<file path="src/telemetry_frame_encoder_top_defines.svh">
// Assertion macros for the telemetry frame encoder.
// Used by telemetry_frame_encoder_top; expects clk_i and rst_ni in scope.
`ifndef TELEMETRY_FRAME_ENCODER_TOP_DEFINES_SVH
`define TELEMETRY_FRAME_ENCODER_TOP_DEFINES_SVH

// Same-cycle implication, checked outside reset.
`define TFE_ASSERT_IMPL(label, ante, cons) \
  label: assert property (@(posedge clk_i) disable iff (!rst_ni) (ante) |-> (cons)) \
    else $error("telemetry frame encoder: check failed");

// Next-cycle implication, checked outside reset.
`define TFE_ASSERT_NEXT(label, ante, cons) \
  label: assert property (@(posedge clk_i) disable iff (!rst_ni) (ante) |=> (cons)) \
    else $error("telemetry frame encoder: check failed");

`endif

</file>
<file path="src/tfe_pkg.sv">
`timescale 1ns / 1ps
// Shared types, constants and helpers of the telemetry frame encoder.
// No dependencies; used by every module of the block.
package tfe_pkg;

  localparam logic [7:0] StartMark = 8'h7E;
  localparam logic [7:0] EscMark   = 8'h7D;
  localparam logic [7:0] EscFlip   = 8'h20;
  localparam logic [7:0] FrameData = 8'h10;

  localparam int unsigned QueueDepth = 2;

  // Byte positions within an unstuffed frame.
  localparam int unsigned PosW = 4;
  localparam logic [PosW-1:0] PosStart = 4'd0;
  localparam logic [PosW-1:0] PosDev   = 4'd1;
  localparam logic [PosW-1:0] PosType  = 4'd2;
  localparam logic [PosW-1:0] PosSid0  = 4'd3;
  localparam logic [PosW-1:0] PosSid1  = 4'd4;
  localparam logic [PosW-1:0] PosVal0  = 4'd5;
  localparam logic [PosW-1:0] PosVal1  = 4'd6;
  localparam logic [PosW-1:0] PosVal2  = 4'd7;
  localparam logic [PosW-1:0] PosVal3  = 4'd8;
  localparam logic [PosW-1:0] PosCsum  = 4'd9;

  typedef struct packed {
    logic [7:0]  device_id;
    logic [15:0] sensor_id;
    logic [31:0] data_value;
    logic [7:0]  csum;
  } frame_t;

  // Eight-bit sum with end-around carry.
  function automatic logic [7:0] ones_add(input logic [7:0] a, input logic [7:0] b);
    logic [8:0] s;
    s = {1'b0, a} + {1'b0, b};
    return s[7:0] + {7'b0, s[8]};
  endfunction

  function automatic logic needs_esc(input logic [7:0] b);
    return (b == StartMark) || (b == EscMark);
  endfunction

endpackage

</file>
<file path="src/tfe_front.sv">
`timescale 1ns / 1ps
// Front end: accept input transactions, form the checksum, hold one frame.
// Depends on tfe_pkg.
module tfe_front (
  input  logic                clk_i,
  input  logic                rst_ni,
  input  logic                in_valid_i,
  output logic                in_stall_o,
  input  logic [7:0]          device_id_i,
  input  logic [15:0]         sensor_id_i,
  input  logic [31:0]         data_value_i,
  output logic                push_o,
  input  logic                push_ready_i,
  output tfe_pkg::frame_t     frame_o
);

  logic            hold_q, hold_d;
  tfe_pkg::frame_t frame_q;
  logic            accept;
  logic [7:0]      s01, s23, s45, s0123, s456, sum;

  // Checksum as a tree of end-around adds; the frame type byte keeps it nonzero.
  assign s01   = tfe_pkg::ones_add(tfe_pkg::FrameData, sensor_id_i[7:0]);
  assign s23   = tfe_pkg::ones_add(sensor_id_i[15:8], data_value_i[7:0]);
  assign s45   = tfe_pkg::ones_add(data_value_i[15:8], data_value_i[23:16]);
  assign s0123 = tfe_pkg::ones_add(s01, s23);
  assign s456  = tfe_pkg::ones_add(s45, data_value_i[31:24]);
  assign sum   = tfe_pkg::ones_add(s0123, s456);

  assign push_o     = hold_q;
  assign in_stall_o = hold_q && !push_ready_i;
  assign accept     = in_valid_i && !in_stall_o;
  assign frame_o    = frame_q;

  always_comb begin
    hold_d = hold_q;
    if (accept) begin
      hold_d = 1'b1;
    end else if (push_o && push_ready_i) begin
      hold_d = 1'b0;
    end
  end

  always_ff @(posedge clk_i or negedge rst_ni) begin
    if (!rst_ni) begin
      hold_q <= 1'b0;
    end else begin
      hold_q <= hold_d;
    end
  end

  always_ff @(posedge clk_i) begin
    if (accept) begin
      frame_q.device_id  <= device_id_i;
      frame_q.sensor_id  <= sensor_id_i;
      frame_q.data_value <= data_value_i;
      frame_q.csum       <= ~sum;
    end
  end

endmodule

</file>
<file path="src/tfe_queue.sv">
`timescale 1ns / 1ps
// Short frame queue between the front and the back end.
// Depends on tfe_pkg.
module tfe_queue #(
  parameter int unsigned DEPTH = tfe_pkg::QueueDepth
) (
  input  logic            clk_i,
  input  logic            rst_ni,
  input  logic            push_i,
  output logic            ready_o,
  input  tfe_pkg::frame_t frame_i,
  output logic            valid_o,
  input  logic            pop_i,
  output tfe_pkg::frame_t frame_o
);

  localparam int unsigned PtrW = (DEPTH > 1) ? $clog2(DEPTH) : 1;
  localparam int unsigned CntW = $clog2(DEPTH + 1);
  localparam logic [PtrW-1:0] LastPtr = PtrW'(DEPTH - 1);
  localparam logic [CntW-1:0] FullCnt = CntW'(DEPTH);

  tfe_pkg::frame_t mem_q [DEPTH];
  logic [PtrW-1:0] wr_q, rd_q;
  logic [CntW-1:0] cnt_q;
  logic            do_push, do_pop;

  assign ready_o = (cnt_q != FullCnt);
  assign valid_o = (cnt_q != '0);
  assign frame_o = mem_q[rd_q];
  assign do_push = push_i && ready_o;
  assign do_pop  = pop_i && valid_o;

  always_ff @(posedge clk_i or negedge rst_ni) begin
    if (!rst_ni) begin
      wr_q  <= '0;
      rd_q  <= '0;
      cnt_q <= '0;
    end else begin
      if (do_push) begin
        wr_q <= (wr_q == LastPtr) ? '0 : wr_q + 1'b1;
      end
      if (do_pop) begin
        rd_q <= (rd_q == LastPtr) ? '0 : rd_q + 1'b1;
      end
      if (do_push && !do_pop) begin
        cnt_q <= cnt_q + 1'b1;
      end else if (do_pop && !do_push) begin
        cnt_q <= cnt_q - 1'b1;
      end
    end
  end

  always_ff @(posedge clk_i) begin
    if (do_push) begin
      mem_q[wr_q] <= frame_i;
    end
  end

endmodule

</file>
<file path="src/tfe_back.sv">
`timescale 1ns / 1ps
// Back end: walk a frame byte by byte, insert escapes, drive the output register.
// Depends on tfe_pkg.
module tfe_back (
  input  logic                clk_i,
  input  logic                rst_ni,
  input  logic                frame_valid_i,
  input  tfe_pkg::frame_t     frame_i,
  output logic                pop_o,
  output logic                out_valid_o,
  input  logic                out_stall_i,
  output logic [7:0]          tx_byte_o,
  output logic                last_byte_o
);

  logic [tfe_pkg::PosW-1:0] pos_q, pos_d;
  logic                     esc_q, esc_d;
  logic                     out_valid_q, out_valid_d;
  logic [7:0]               tx_byte_q, tx_byte_d;
  logic                     last_q, last_d;
  logic [7:0]               cur;
  logic                     stuffable, load, emit;

  always_comb begin
    unique case (pos_q)
      tfe_pkg::PosStart: cur = tfe_pkg::StartMark;
      tfe_pkg::PosDev:   cur = frame_i.device_id;
      tfe_pkg::PosType:  cur = tfe_pkg::FrameData;
      tfe_pkg::PosSid0:  cur = frame_i.sensor_id[7:0];
      tfe_pkg::PosSid1:  cur = frame_i.sensor_id[15:8];
      tfe_pkg::PosVal0:  cur = frame_i.data_value[7:0];
      tfe_pkg::PosVal1:  cur = frame_i.data_value[15:8];
      tfe_pkg::PosVal2:  cur = frame_i.data_value[23:16];
      tfe_pkg::PosVal3:  cur = frame_i.data_value[31:24];
      tfe_pkg::PosCsum:  cur = frame_i.csum;
      default:           cur = tfe_pkg::StartMark;
    endcase
  end

  // Start byte and device id go out raw.
  assign stuffable = (pos_q != tfe_pkg::PosStart) && (pos_q != tfe_pkg::PosDev) &&
                     tfe_pkg::needs_esc(cur);
  assign load = !out_valid_q || !out_stall_i;
  assign emit = load && frame_valid_i;
  assign pop_o = emit && (pos_q == tfe_pkg::PosCsum) && !(stuffable && !esc_q);

  always_comb begin
    pos_d       = pos_q;
    esc_d       = esc_q;
    out_valid_d = out_valid_q;
    tx_byte_d   = tx_byte_q;
    last_d      = last_q;
    if (load) begin
      out_valid_d = frame_valid_i;
    end
    if (emit) begin
      if (stuffable && !esc_q) begin
        tx_byte_d = tfe_pkg::EscMark;
        last_d    = 1'b0;
        esc_d     = 1'b1;
      end else begin
        tx_byte_d = esc_q ? (cur & ~tfe_pkg::EscFlip) : cur;
        last_d    = (pos_q == tfe_pkg::PosCsum);
        esc_d     = 1'b0;
        pos_d     = (pos_q == tfe_pkg::PosCsum) ? tfe_pkg::PosStart : pos_q + 1'b1;
      end
    end
  end

  always_ff @(posedge clk_i or negedge rst_ni) begin
    if (!rst_ni) begin
      pos_q       <= tfe_pkg::PosStart;
      esc_q       <= 1'b0;
      out_valid_q <= 1'b0;
    end else begin
      pos_q       <= pos_d;
      esc_q       <= esc_d;
      out_valid_q <= out_valid_d;
    end
  end

  always_ff @(posedge clk_i) begin
    tx_byte_q <= tx_byte_d;
    last_q    <= last_d;
  end

  assign out_valid_o = out_valid_q;
  assign tx_byte_o   = tx_byte_q;
  assign last_byte_o = last_q;

endmodule

</file>
<file path="src/telemetry_frame_encoder_top.sv">
`timescale 1ns / 1ps
// Telemetry frame encoder. Each input transaction (device id, sensor id, 32-bit
// value) becomes one data frame sent as 10 to 17 output transactions, one byte
// each: start byte 0x7E and device id raw, then type byte 0x10, sensor id and
// value low byte first, and the inverted end-around-carry checksum, with 0x7E
// and 0x7D in those last eight bytes escaped as 0x7D plus the byte with bit 5
// cleared. last_byte_o flags the final byte (for an escaped checksum, its
// second half). The back end emits one byte per cycle while out_stall_i is low
// and a frame is queued; that byte sequencer sets the sustained rate. The
// front end takes a new transaction while earlier frames are still queued, so
// up to QUEUE_DEPTH frames can be accepted ahead of the one on the wire.
// Frames go from the front hold register via the queue to the output register.
// Depends on tfe_pkg, tfe_front, tfe_queue, tfe_back and the defines header.
`include "telemetry_frame_encoder_top_defines.svh"

module telemetry_frame_encoder_top #(
  parameter int unsigned QUEUE_DEPTH = tfe_pkg::QueueDepth
) (
  input  logic        clk_i,
  input  logic        rst_ni,
  input  logic        in_valid_i,
  output logic        in_stall_o,
  input  logic [7:0]  device_id_i,
  input  logic [15:0] sensor_id_i,
  input  logic [31:0] data_value_i,
  output logic        out_valid_o,
  input  logic        out_stall_i,
  output logic [7:0]  tx_byte_o,
  output logic        last_byte_o
);

  // Front to queue
  logic            q_push, q_ready;
  tfe_pkg::frame_t front_frame;
  // Queue to back
  logic            q_valid, q_pop;
  tfe_pkg::frame_t head_frame;

  // Accept and checksum; hold one frame until the queue has room.
  tfe_front u_front (
    .clk_i        (clk_i),
    .rst_ni       (rst_ni),
    .in_valid_i   (in_valid_i),
    .in_stall_o   (in_stall_o),
    .device_id_i  (device_id_i),
    .sensor_id_i  (sensor_id_i),
    .data_value_i (data_value_i),
    .push_o       (q_push),
    .push_ready_i (q_ready),
    .frame_o      (front_frame)
  );

  // Decouple the two sides so each can stall on its own.
  tfe_queue #(
    .DEPTH (QUEUE_DEPTH)
  ) u_queue (
    .clk_i   (clk_i),
    .rst_ni  (rst_ni),
    .push_i  (q_push),
    .ready_o (q_ready),
    .frame_i (front_frame),
    .valid_o (q_valid),
    .pop_i   (q_pop),
    .frame_o (head_frame)
  );

  // Serialise and escape; release the queue head on the final byte.
  tfe_back u_back (
    .clk_i         (clk_i),
    .rst_ni        (rst_ni),
    .frame_valid_i (q_valid),
    .frame_i       (head_frame),
    .pop_o         (q_pop),
    .out_valid_o   (out_valid_o),
    .out_stall_i   (out_stall_i),
    .tx_byte_o     (tx_byte_o),
    .last_byte_o   (last_byte_o)
  );

  // Pop only a frame that is actually queued.
  `TFE_ASSERT_IMPL(a_pop_nonempty, q_pop, q_valid)
  // Push only into a queue with room.
  `TFE_ASSERT_IMPL(a_push_room, q_push && !in_stall_o, q_ready)
  // The flagged byte is never a raw marker: escapes always complete first.
  `TFE_ASSERT_IMPL(a_last_unstuffed, out_valid_o && last_byte_o,
                   tx_byte_o != tfe_pkg::StartMark && tx_byte_o != tfe_pkg::EscMark)

endmodule
</file>
<file path="config.mk">
export PLATFORM = sky130hd
export DESIGN_NAME = telemetry_frame_encoder_top
export DESIGN_NICKNAME = d
export VERILOG_FILES = /design/src/tfe_pkg.sv /design/src/tfe_front.sv /design/src/tfe_queue.sv /design/src/tfe_back.sv /design/src/telemetry_frame_encoder_top.sv
export VERILOG_INCLUDE_DIRS = /design/src /design/src/src
export SDC_FILE = /design/constraint.sdc
export NUM_CORES = 1
export LEC_CHECK = 0
export BUFFER_PORTS_ARGS = -buffer_cell sky130_fd_sc_hd__clkbuf_2
export CORE_MARGIN = 1.5
export CORE_UTILIZATION = 60
export DETAILED_ROUTE_END_ITERATION = 10
export GPL_ROUTABILITY_DRIVEN = 1
export PLACE_DENSITY = 0.79
export SETUP_SLACK_MARGIN = 0.2
export SLEW_MARGIN = 40
export SYNTH_ARGS = -nofsm -noshare
export SYNTH_HDL_FRONTEND = slang
export SYNTH_SLANG_ARGS = --single-unit
export TNS_END_PERCENT = 50
</file>
<file path="constraint.sdc">
create_clock -name clk_i -period 5.2 [get_ports clk_i]
set_input_delay 0.26 -clock clk_i [delete_from_list [all_inputs] [get_ports clk_i]]
set_output_delay 0.26 -clock clk_i [all_outputs]
set_load 0.01 [all_outputs]
</file>
Yosys cells after proc, flatten, opt, wreduce, memory -nomap -nowiden
Memories as Yosys holds them, arrays and structs flattened. Index checks and enable logic that the tools add are counted.

Flip-flop bits (word level): 84. Bits in writable memories: 128. Input port bits: 60. Output and inout bits: 11. Memories: 1.

Memory list: u_queue.mem_q (depth 2, width 64, rd ports 1, clocked after Yosys merged registers in 0, wr ports 1, RTL line tfe_queue.sv:22) `tfe_pkg::frame_t mem_q [DEPTH];`.

$add $sub $neg: 17. Eq/ne operators: 13. Muxes and demuxes: 12. Bitwise logic cells: 2. Reductions and logical operators: 27.

Operator list (count): $pmux 8 s9 (1); $add 8x1->8 (6); $add 8x8->9 (5); $eq 4x3->1 const B (4); $eq 8x7->1 const B (2); $logic_and 1x1->1 (12); $add 5x8->9 const A (1); $eq 4x2->1 const B (2); $eq 4x4->1 const B (2); $logic_not 1->1 (8); $not 8->8 (1); $mux 1 (7); $mux 6 (1); $reduce_bool 2->1 (3); $add 4x1->4 const B (1); $eq 4x1->1 const B (1); $mux 2 (2); $mux 4 (1); $ne 4x1->1 const B (1); $reduce_bool 4->1 (1); $add 1x1->1 const B (2); $add 2x1->2 const B (1); $logic_or 1x1->1 (2); $ne 2x2->1 const B (1); other kinds (3) (3).

Logic depth before layout (Yosys ltp)
Gate-level depths: netlist (run 1).

Depth in word-level cells: 12. Mapped depth: 36. Depth with buffers taken out: 36.

By module
From an unflattened synthesis (run 1), not the netlist that was laid out.

Cell total of the unflattened synthesis: 739. Area total of the unflattened synthesis: 10816.6 um^2.

Modules (own cells, without submodules): tfe_queue (times used 1, cells an instance 217, area an instance 5018.6 um^2); tfe_front (times used 1, cells an instance 371, area an instance 4359.2 um^2); tfe_back (times used 1, cells an instance 151, area an instance 1438.9 um^2).

Worst setup path before layout (run 1)
OpenSTA, ideal clock, no wires.

Path kind: input to register. From: in sensor_id_i[8]. To: reg u_front.frame_q (netlist bit u_front.frame_o[7]) (data pin). Library setup time: 0.259 ns. Arrival time: 6.479 ns. Data required time: 4.941 ns. Path slack: -1.538 ns. Stages: 34. Path buffers: 0. Cells stage by stage: ha_1 fa_1 a21o_1 a21oi_1 o21bai_1 a21oi_1 nor2b_1 o21ai_0 nand2b_1 ha_1 ha_1 inv_1 fa_1 nor2b_1 o21ai_0 a21boi_0 o311a_1 o21ai_0 nand2b_1 ha_1 nand3_1 or4b_2 nor4_1 xor2_1 xnor2_1 ha_1 o21ai_0 nand2b_1 ha_1 and3_1 nand4b_1 nor4_1 xnor2_1 xnor2_1.

Cells in the longest elaborated chain, start to end: 7.

RTL lines: start: declaration (RTL line telemetry_frame_encoder_top.sv:24) `input logic [15:0] sensor_id_i,`; $add 8x8->9 (RTL line tfe_pkg.sv:36) `s = {1'b0, a} + {1'b0, b};`; $add 8x1->8 (RTL line tfe_pkg.sv:37) `return s[7:0] + {7'b0, s[8]};`; $add 8x8->9 (RTL line tfe_pkg.sv:36); $add 8x1->8 (RTL line tfe_pkg.sv:37); $add 8x8->9 (RTL line tfe_pkg.sv:36); $add 8x1->8 (RTL line tfe_pkg.sv:37); $not 8->8 (RTL line tfe_front.sv:57) `frame_q.csum <= ~sum;`; end: declaration (RTL line tfe_front.sv:18) `tfe_pkg::frame_t frame_q;`.

Every way passes these cells. A chain may end at the register's enable or synchronous reset.

Worst setup path in the final report (run 1)
From: in data_value_i[16]. To: reg u_front.frame_q (netlist bit u_front.frame_o[7]) (data pin).

Cells in the longest elaborated chain, start to end: 7.

RTL lines: start: declaration (RTL line telemetry_frame_encoder_top.sv:25) `input logic [31:0] data_value_i,`; $add 8x8->9 (RTL line tfe_pkg.sv:36); $add 8x1->8 (RTL line tfe_pkg.sv:37); $add 8x8->9 (RTL line tfe_pkg.sv:36); $add 8x1->8 (RTL line tfe_pkg.sv:37); $add 8x8->9 (RTL line tfe_pkg.sv:36); $add 8x1->8 (RTL line tfe_pkg.sv:37); $not 8->8 (RTL line tfe_front.sv:57).

Every way passes these cells.

==> metrics.txt, run 1 <==
GR Util All Layers 0.256; Final HPWL DP between 10000 and 15000 µm; layout overhead on the synthesized area 27.9%; flops & latches, synth about 210; Yosys cell types 55; final period utilization 1.15; Syn Area/Cell around 15 µm²; CP max FO 2; final number of setup-violating endpoints 8; Die Width 132 µm; status finished with violations; R2R setup slack about 1800 ps; skew final between 15 and 20 ps; Pwr Density between 600 and 700 mW/mm²; RePlAce Congestion 0.914; Synth Area in XOR/XNOR 0.0611; Startpoint Class input port; fin worst setup slack -761 ps; ant diodes 0; post-synth top area cell edfxtp_1; vias about 6700; register area share after synthesis 0.631; mux contribution to synthesized area 0.0636; I/O Pins 71; Period minus WS final ~6000 ps; most frequent cells in the layout 201 x edfxtp_1, 144 x buf_4, 67 x clkbuf_2, 62 x mux2i_1, 40 x ha_1; Post-Synth Simple-Gate Area 0.0747; hold_sp data_value_i[18]; leak pwr 5.14 nW; commonest non-fill, non-tap cell in the layout edfxtp_1; largest net degree at the start of global routing 65; Top Family by Delay on Critical Path adder cells; register area approximately 0.0063 mm²; number of buffers added on ports 70; later-pin clock latency in the skew report roughly 490 ps; router iterations before antenna repair 5; die area between 0.015 and 0.02 mm²; Slowest Stage Delay on Critical Path between 300 and 400 ps; Crit path arrival time around 6200 ps; largest family of logic cells by synthesized area adder cells; failing checks negative setup slack; worst hold endpoint u_front.frame_o[26]$_DFFE_PP_; gr ovfl total 0; Synth Area in Compound Gates 0.0683; Layout Nets roughly 1000; TritonCTS Buffers 20; Rows 47; Worst-Margin Slew between 800 and 900 ps; layout cells sized above 1 0.321; peak supply drop just over 0.9 mV; final hold violations 0; Core Area about 0.016 mm²; Initial Util 0.609; Synth warnings 0; worst min-delay path class input port to flip-flop; Util after Layout 0.779; Area contributors post-synth edfxtp_1 60%, ha_1 6.9%, mux2i_1 6.2%; first-pass GRT wire length 34800 µm; critical setup path kind input port to flip-flop; adder-cell area share of the yosys netlist 0.0788; FF-to-FF End u_queue.cnt_q[1]$_DFFE_PN0P_; clk slew on worst S/H paths around 60 ps; drt initial violations between 500 and 600; vias per inst slightly below 6; CTS tree yes; Final ANT Viol Nets 0; top-area cell type share of the netlist area 0.604; dpl cell area between 0.01 and 0.015 mm²; maxcap violations 0; drt wl/cell ~20 µm; CP max stage cell fa_2; Worst Path Buf+Inv 2; area occupied by multi-input gates approximately 0.0038 mm²; die height around 130 µm; Num Clock Sinks about 210; Fmax about 170 MHz; clk root buf clkbuf_16; CP endpoint kind flip-flop; number of global-route vias before repair 6818; RSZ-0062 raised after global routing true; Worst R2R Path Depth 9; Main synth FF type edfxtp_1; CTS H-tree lvls 1; worst path required time 5430 ps; Post-synth ARST share 0.0519; Slew Limit Fails 0; Filler Cells Inserted about 900; synthesized instance count 682; final instance area 0.0128 mm²; Post-synth EDFFs between 200 and 250; Routed WL approximately 23000 µm; Worst slew margin 0.452; DRC violations left 0; antenna violations before repair 0; worst hold path depth 1; start of the worst register-to-register path u_queue.rd_q$_DFFE_PN0P_; Clock Path Buffers 3; Mapped Nets ~800; mapped cell area about 0.01 mm²
==> logic make-up (layout without fill, tap and decap cells) <==
group | after synthesis | count (layout)
buffers and inverters | 48 | 301
muxes | 63 | 63
AOI/OAI and AO/OA | 107 | 107
DFF | 212 | 212
xor gates and xnor gates | 65 | 65
and+or+nand+nor | 127 | 127
adders and majority gates | 60 | 60
==> worst reg2reg max path, cell delays in order (launching register included) <==
cell and delay (ps):
dfrtp_4 930, mux2i_1 430, o22ai_1 150, or4_4 590, a211oi_2 250, nand4_2 180, o21ai_1 250, ha_1 300
nor2_1 130, xor2_1 160
==> stage by stage <==
step	setup TNS (ps)	setup WS (ps)	hold slack [ps]	power, mW	std cells
2_1_floorplan	-6440	-1100	-35.6	4.82	682
3_3_place_gp	-7360	-1140	140	5.85	1075
3_5_place_dp	-8680	-1360	151	6.01	1075
4_1_cts	-2970	-535	23.3	7.62	1143
5_1_grt	-7580	-1220	30.4	8.26	1155
6_report	-4470	-761	39.0	7.87	1155
==> repair_timing <==
action	in CTS	in global routing
hold endpoints to repair	30	0
gates resized for setup	9	27
setup buffers	13	12
pin swaps	27	48
endpoints found under the setup margin	8	8
hold buffers	20	0
==> layout make-up <==
| class | count | share of cell area |
|---|---|---|
| flip-flops and latches | 212 | 0.494 |
| clock buffers | 23 | 0.0417 |
| clock inverters | 12 | 0.00812 |
| well taps | 220 | 0.0215 |
| multi-input cells | 422 | 0.294 |
| repair buffers | 237 | 0.132 |
| inverters | 29 | 0.00851 |
==> layer usage <==
metal	part of all wire	global-route usage	vias to the layer above
li1	-	-	3093
met1	0.40	0.327	3237
met2	0.52	0.450	262
met3	0.049	0.0308	61
met4	0.033	0.0994	0
met5	0	0	-
==> cells in the mapped netlist (8+ instances only) <==
master    count
xor2_1       25
o21ai_0      18
inv_1        29
o22ai_1      33
mux2i_1      62
nand2b_1      8
dfrtp_1      11
o21bai_1      9
buf_2        10
nor2_1       23
edfxtp_1    201
xnor2_1      37
nand2_1      13
nor3_1       14
ha_1         55
nor2b_1       8
nand3_1      13
a21o_1        8
a21oi_1      22
==> registers in the layout, summed over array words and instances, names as in the netlist <==
signal / count
u_queue.mem_q: 128
u_front.frame_o: 64
u_back.tx_byte_o: 8
u_back.pos_q: 4
u_queue.cnt_q: 2
u_back.esc_q: 1
u_back.last_byte_o: 1
u_back.out_valid_o: 1
u_front.push_o: 1
u_queue.rd_q: 1
u_queue.wr_q: 1
==> worst max-delay path by stage <==
stage                          start                      endpoint  slack [ps]  cells after the start
finish              data_value_i[16]  u_front.frame_o[7]$_DFFE_PP_        -760                     37
detailed placement   data_value_i[8]  u_front.frame_o[7]$_DFFE_PP_       -1360                     36
floorplan             sensor_id_i[8]  u_front.frame_o[7]$_DFFE_PP_       -1100                     35
global route        data_value_i[16]  u_front.frame_o[7]$_DFFE_PP_       -1220                     38
global placement     data_value_i[8]  u_front.frame_o[7]$_DFFE_PP_       -1140                     36
CTS                  data_value_i[8]  u_front.frame_o[7]$_DFFE_PP_        -530                     37
==> where the power goes <==
part	internal (mW)	total, mW	switching (mW)
Combinational	1.74	3.53	1.78
Clock	0.831	1.42	0.587
Sequential	2.59	2.92	0.331
Power figures use the tool's default switching activity.
==> run 2: changes to the inputs <==
CELL_PAD_IN_SITES_DETAIL_PLACEMENT = 0   (was unset)
CELL_PAD_IN_SITES_GLOBAL_PLACEMENT = 2   (was unset)
CORE_UTILIZATION = 44   (was 60)
PLACE_DENSITY = unset   (was 0.79)
PLACE_DENSITY_LB_ADDON = 0.1   (was unset)
==> run 2 against run 1 <==
- the flow still finishes with violations (negative setup slack)
- clock power barely moved
- die area rose by 35%
- worst hold slack got worse by 26 ps
- routed wire length fell by 6.1%
- sequential share of layout area fell by 0.90 points
- critical path depth fell by 2
- non-clock buffer count rose by 13
- cell count rose by 6.7%
- register-to-register slack got worse by 170 ps
- sequential power barely moved
==> metrics.txt, run 2 (synthesis gave the netlist of run 1 again) <==
CTS H-tree lvls 1; Slew Limit Fails 0; leak pwr between 5 and 6 nW; number of buffers added on ports 70; layout overhead on the synthesized area 30.3%; critical setup path kind input port to flip-flop; hold_sp data_value_i[25]; Period minus WS final about 6000 ps; final period utilization 1.13; Critical Path Start sensor_id_i[8]; drt initial violations between 300 and 400; layout cells sized above 1 0.340; most frequent cells in the layout 201 x edfxtp_1, 154 x buf_4, 68 x clkbuf_2, 62 x mux2i_1, 39 x ha_1; RSZ-0062 raised after global routing true; worst path required time 5430 ps; die area about 0.024 mm²; failing checks negative setup slack; Worst-Margin Slew 755 ps; TritonCTS Buffers 22; worst slack, placed -1430 ps; Util after Layout 0.591; Final HPWL DP 15900 µm; Core Area 0.0220 mm²; dpl cell area about 0.012 mm²; start of the worst register-to-register path u_queue.rd_q$_DFFE_PN0P_; number of global-route vias before repair between 6000 and 7000; final number of setup-violating endpoints 8; Die Width roughly 150 µm; R2R setup slack about 1600 ps; most used cell, CP ha_4; CP max stage cell or4b_4; Fmax between 150 and 200 MHz; Num Clock Sinks between 200 and 250; Initial Util 0.454; fin worst setup slack -692 ps; GR Util All Layers 0.183; Worst slew margin 0.496; antenna violations before repair 0; vias per inst between 5 and 6; clk slew on worst S/H paths 60 ps; peak supply drop ~0.43 mV; CTS tree yes; Cell Count, Final, Fillers Out about 1200; commonest non-fill, non-tap cell in the layout edfxtp_1; Layout Nets ~1100; RePlAce Congestion roughly 0.87; router iterations before antenna repair 4; max reg flops 128; final instance area approximately 0.013 mm²; drt wl/cell between 15 and 20 µm; Pwr Density roughly 610 mW/mm²; Placed Cells roughly 1100; Slowest Stage Delay on Critical Path around 550 ps; Routed WL 21500 µm; I/O Pins roughly 70; first-pass GRT wire length between 30000 and 40000 µm; worst min-delay path class input port to flip-flop; later-pin clock latency in the skew report ~500 ps; skew final between 20 and 25 ps; Rows 54; CP max FO 2; largest net degree at the start of global routing 65; Startpoint Class input port; overall power a little under 8 mW; clk root buf clkbuf_16; status finished with violations; Clock Path Buffers 3; final hold violations 0; CP endpoint kind flip-flop; DRC violations left 0; gr ovfl total 0; Crit path arrival time between 6000 and 7000 ps; ant diodes 0; maxcap violations 0; die height about 150 µm; Final ANT Viol Nets 0; vias about 6300; Most flops, register u_queue.mem_q
## run 2: cell count changes in the layout (fill, tap and decap cells not counted), moves of 3 or more
cell	before	now
clkinv_1	7	3
buf_8	1	4
buf_4	144	154
clkinv_2	2	6
## run 2: layout make-up
type | instances | area [µm²]
multi-input combinational | 422 | 3780
clock inverter | 15 | 97.6
timing repair buffer | 250 | 1810
tap | 280 | 350
fill | 1802 | 9000
clock buffer | 24 | 558
sequential | 212 | 6310
inverter | 29 | 109
## run 2: repair_timing
item	4_1_cts	5_1_grt
resized for setup	9	29
pin swaps	20	27
cloned	0	0
hold buffers	18	1
buffers inserted	14	13
setup endpoints to repair	8	8
endpoints found under the hold margin	28	1
## run 2: path summary, 6_finish.rpt
kind,end,depth (start not counted)
setup / recovery,u_front.frame_o[7]$_DFFE_PP_,35
hold / removal,u_front.frame_o[33]$_DFFE_PP_,1
setup reg to reg,u_queue.cnt_q[1]$_DFFE_PN0P_,11
hold reg to reg,u_queue.mem_q[1][59]$_DFFE_PP_,0
max in group asynchronous,u_queue.rd_q$_DFFE_PN0P_,2
min in group asynchronous,u_back.esc_q$_DFFE_PN0P_,2
## run 2: worst max-delay path, delay by kind of cell
kind,cells,cell delay (ps)
buf+inv,2,140
simple gates,11,1870
fa+ha+maj,8,2030
compound gates,11,1380
xor+xnor,3,430
## run 2: report_power, final
part / switching (mW) / leakage, nW / internal, mW / total (mW)
sequential: 0.302 / 2.03 / 2.59 / 2.89
combinational: 1.74 / 2.89 / 1.88 / 3.62
clock: 0.618 / 0.318 / 0.782 / 1.40
## run 2: routing by layer
metal | wire [µm] | vias up | part of all wire | track usage
met1 | 9580 | 3043 | 0.45 | 0.241
li1 | - | 3127 | - | -
met2 | 10900 | 116 | 0.51 | 0.325
met3 | 784 | 20 | 0.036 | 0.0248
met4 | 262 | 0 | 0.012 | 0.0384
met5 | 0 | - | 0 | 0
## run 2: through the flow
| stage | setup TNS [ps] | hold WS, ps |
|---|---|---|
| floorplan | -6440 | -35.6 |
| global placement | -8030 | 141 |
| detailed placement | -9520 | 155 |
| CTS | -3450 | 3.08 |
| global route | -6070 | 6.83 |
| finish | -3510 | 13.4 |
==> run 3: changes to the inputs <==
PLACE_DENSITY = 0.89   (was unset)
PLACE_DENSITY_LB_ADDON = unset   (was 0.1)
==> run 3 against run 2 <==
- the run still ends with negative setup slack left
- register-to-register slack better by 50 ps
- setup slack better by 15 ps
- first-iteration DRC count is 15% higher
- cell count is 1.5% lower
- via count is 0.27% lower
==> metrics.txt, run 3 (synthesis gave the netlist of run 1 again) <==
status finished with violations; failing checks negative setup slack; Slew Limit Fails 0; worst hold endpoint u_front.frame_o[38]$_DFFE_PP_; CP max FO 3; Crit path arrival time ~6100 ps; Routed WL around 21000 µm; largest net degree at the start of global routing 65; drt initial violations around 370; Clock Path Buffers 3; CP max stage cell fa_2; later-pin clock latency in the skew report a little under 500 ps; clk slew on worst S/H paths about 60 ps; Fmax between 150 and 200 MHz; Initial Util 0.454; Die Width 154 µm; ant diodes 0; commonest non-fill, non-tap cell in the layout edfxtp_1; leak pwr a little over 5 nW; worst min-delay path class input port to flip-flop; start of the worst register-to-register path u_queue.rd_q$_DFFE_PN0P_; skew final roughly 14 ps; R2R setup slack between 1500 and 2000 ps; die height 154 µm; final number of setup-violating endpoints 8; gr ovfl total 0; Worst-Margin Slew about 750 ps; number of buffers added on ports 70; worst slack, placed -1420 ps; layout overhead on the synthesized area 27.5%; layout cells sized above 1 0.320; RSZ-0062 raised after global routing true; hold_sp data_value_i[30]; Worst R2R Path Depth 11; Slowest Stage Delay on Critical Path just under 400 ps; peak supply drop 0.418 mV; overall power 7.62 mW; TritonCTS Buffers 20; I/O Pins 71; first-pass GRT wire length ~34000 µm; hold_ws 13.9 ps; CP endpoint kind flip-flop; worst path required time about 5400 ps; Core Area ~0.022 mm²; final hold violations 0; number of global-route vias before repair around 6600; Startpoint Class input port; TNS Setup -4390 ps; critical setup path kind input port to flip-flop; vias between 6000 and 7000; Pwr Density roughly 600 mW/mm²; maxcap violations 0; Final ANT Viol Nets 0; FF-to-FF End u_queue.cnt_q[1]$_DFFE_PN0P_; most used cell, CP ha_2; clk root buf clkbuf_16; DRC violations left 0; CTS H-tree lvls 1; Most flops, register u_queue.mem_q; die area between 0.02 and 0.025 mm²; Final HPWL DP about 16000 µm; Rows 54; final period utilization 1.13; Num Clock Sinks 212; Layout Nets roughly 1000; RePlAce Congestion 0.881; drt wl/cell ~18 µm; worst hold path depth 1; vias per inst approximately 5.2; router iterations before antenna repair 5; Worst slew margin 0.498; antenna violations before repair 0; max reg flops around 130; most frequent cells in the layout 201 x edfxtp_1, 146 x buf_4, 68 x clkbuf_2, 62 x mux2i_1, 41 x ha_1; Period minus WS final 5880 ps; GR Util All Layers 0.180; fin worst setup slack -677 ps; CTS tree yes
[run 3: worst max path at each step]
| stage | end | depth (start not counted) | slack (ps) | from |
|---|---|---|---|---|
| floorplan | u_front.frame_o[7]$_DFFE_PP_ | 35 | -1100 | sensor_id_i[8] |
| global placement | u_front.frame_o[7]$_DFFE_PP_ | 36 | -1220 | sensor_id_i[8] |
| detailed placement | u_front.frame_o[7]$_DFFE_PP_ | 36 | -1420 | sensor_id_i[8] |
| CTS | u_front.frame_o[7]$_DFFE_PP_ | 35 | -650 | data_value_i[0] |
| global route | u_front.frame_o[7]$_DFFE_PP_ | 36 | -1070 | data_value_i[8] |
| finish | u_front.frame_o[7]$_DFFE_PP_ | 37 | -680 | data_value_i[8] |
[run 3: cell type report]
cell class / instances / area [µm²]
Tap cell: 280 / 350
Fill cell: 1731 / 9280
Timing Repair Buffer: 236 / 1680
Clock buffer: 23 / 533
Inverter: 29 / 109
Clock inverter: 12 / 80.1
Sequential cell: 212 / 6310
Multi-Input combinational cell: 422 / 3680
[run 3: timing repair]
action                     4_1_cts  5_1_grt
setup buffers                    7       11
hold endpoints to repair        26        0
setup endpoints to repair        8        8
hold buffers                    16        0
gates cloned                     0        0
gates resized for setup         11       12
pin swaps                       27        6
[run 3: metal layers]
layer	part of all wire	track usage	routed length, µm	vias up
met5	0	0	0	-
met4	0.019	0.0499	410	0
li1	-	-	-	3094
met3	0.029	0.0211	613	28
met1	0.43	0.223	9090	3065
met2	0.52	0.332	11200	102
[run 3: critical path: cells and delay by family]
| family | cells | cell delay [ps] |
|---|---|---|
| buf+inv | 2 | 150 |
| fa+ha+maj | 9 | 2310 |
| xor+xnor | 3 | 430 |
| compound gates | 12 | 1720 |
| simple gates | 11 | 1230 |
[run 3: per-stage QoR]
| stage | cells | area (µm²) | util |
|---|---|---|---|
| after floorplan | 682 | 10100 | - |
| after global placement | 1144 | 11700 | 0.532 |
| after detailed placement | 1145 | 11700 | 0.533 |
| after CTS | 1203 | 12600 | 0.573 |
| after global routing | 1214 | 12700 | 0.579 |
| final | 1214 | 12700 | 0.579 |
[run 3: where the power goes]
part / leakage [nW] / switching (mW) / internal [mW]
Sequential: 2.03 / 0.263 / 2.59
Clock: 0.300 / 0.571 / 0.781
Combinational: 2.80 / 1.74 / 1.68
Total: 5.12 / 2.57 / 5.05
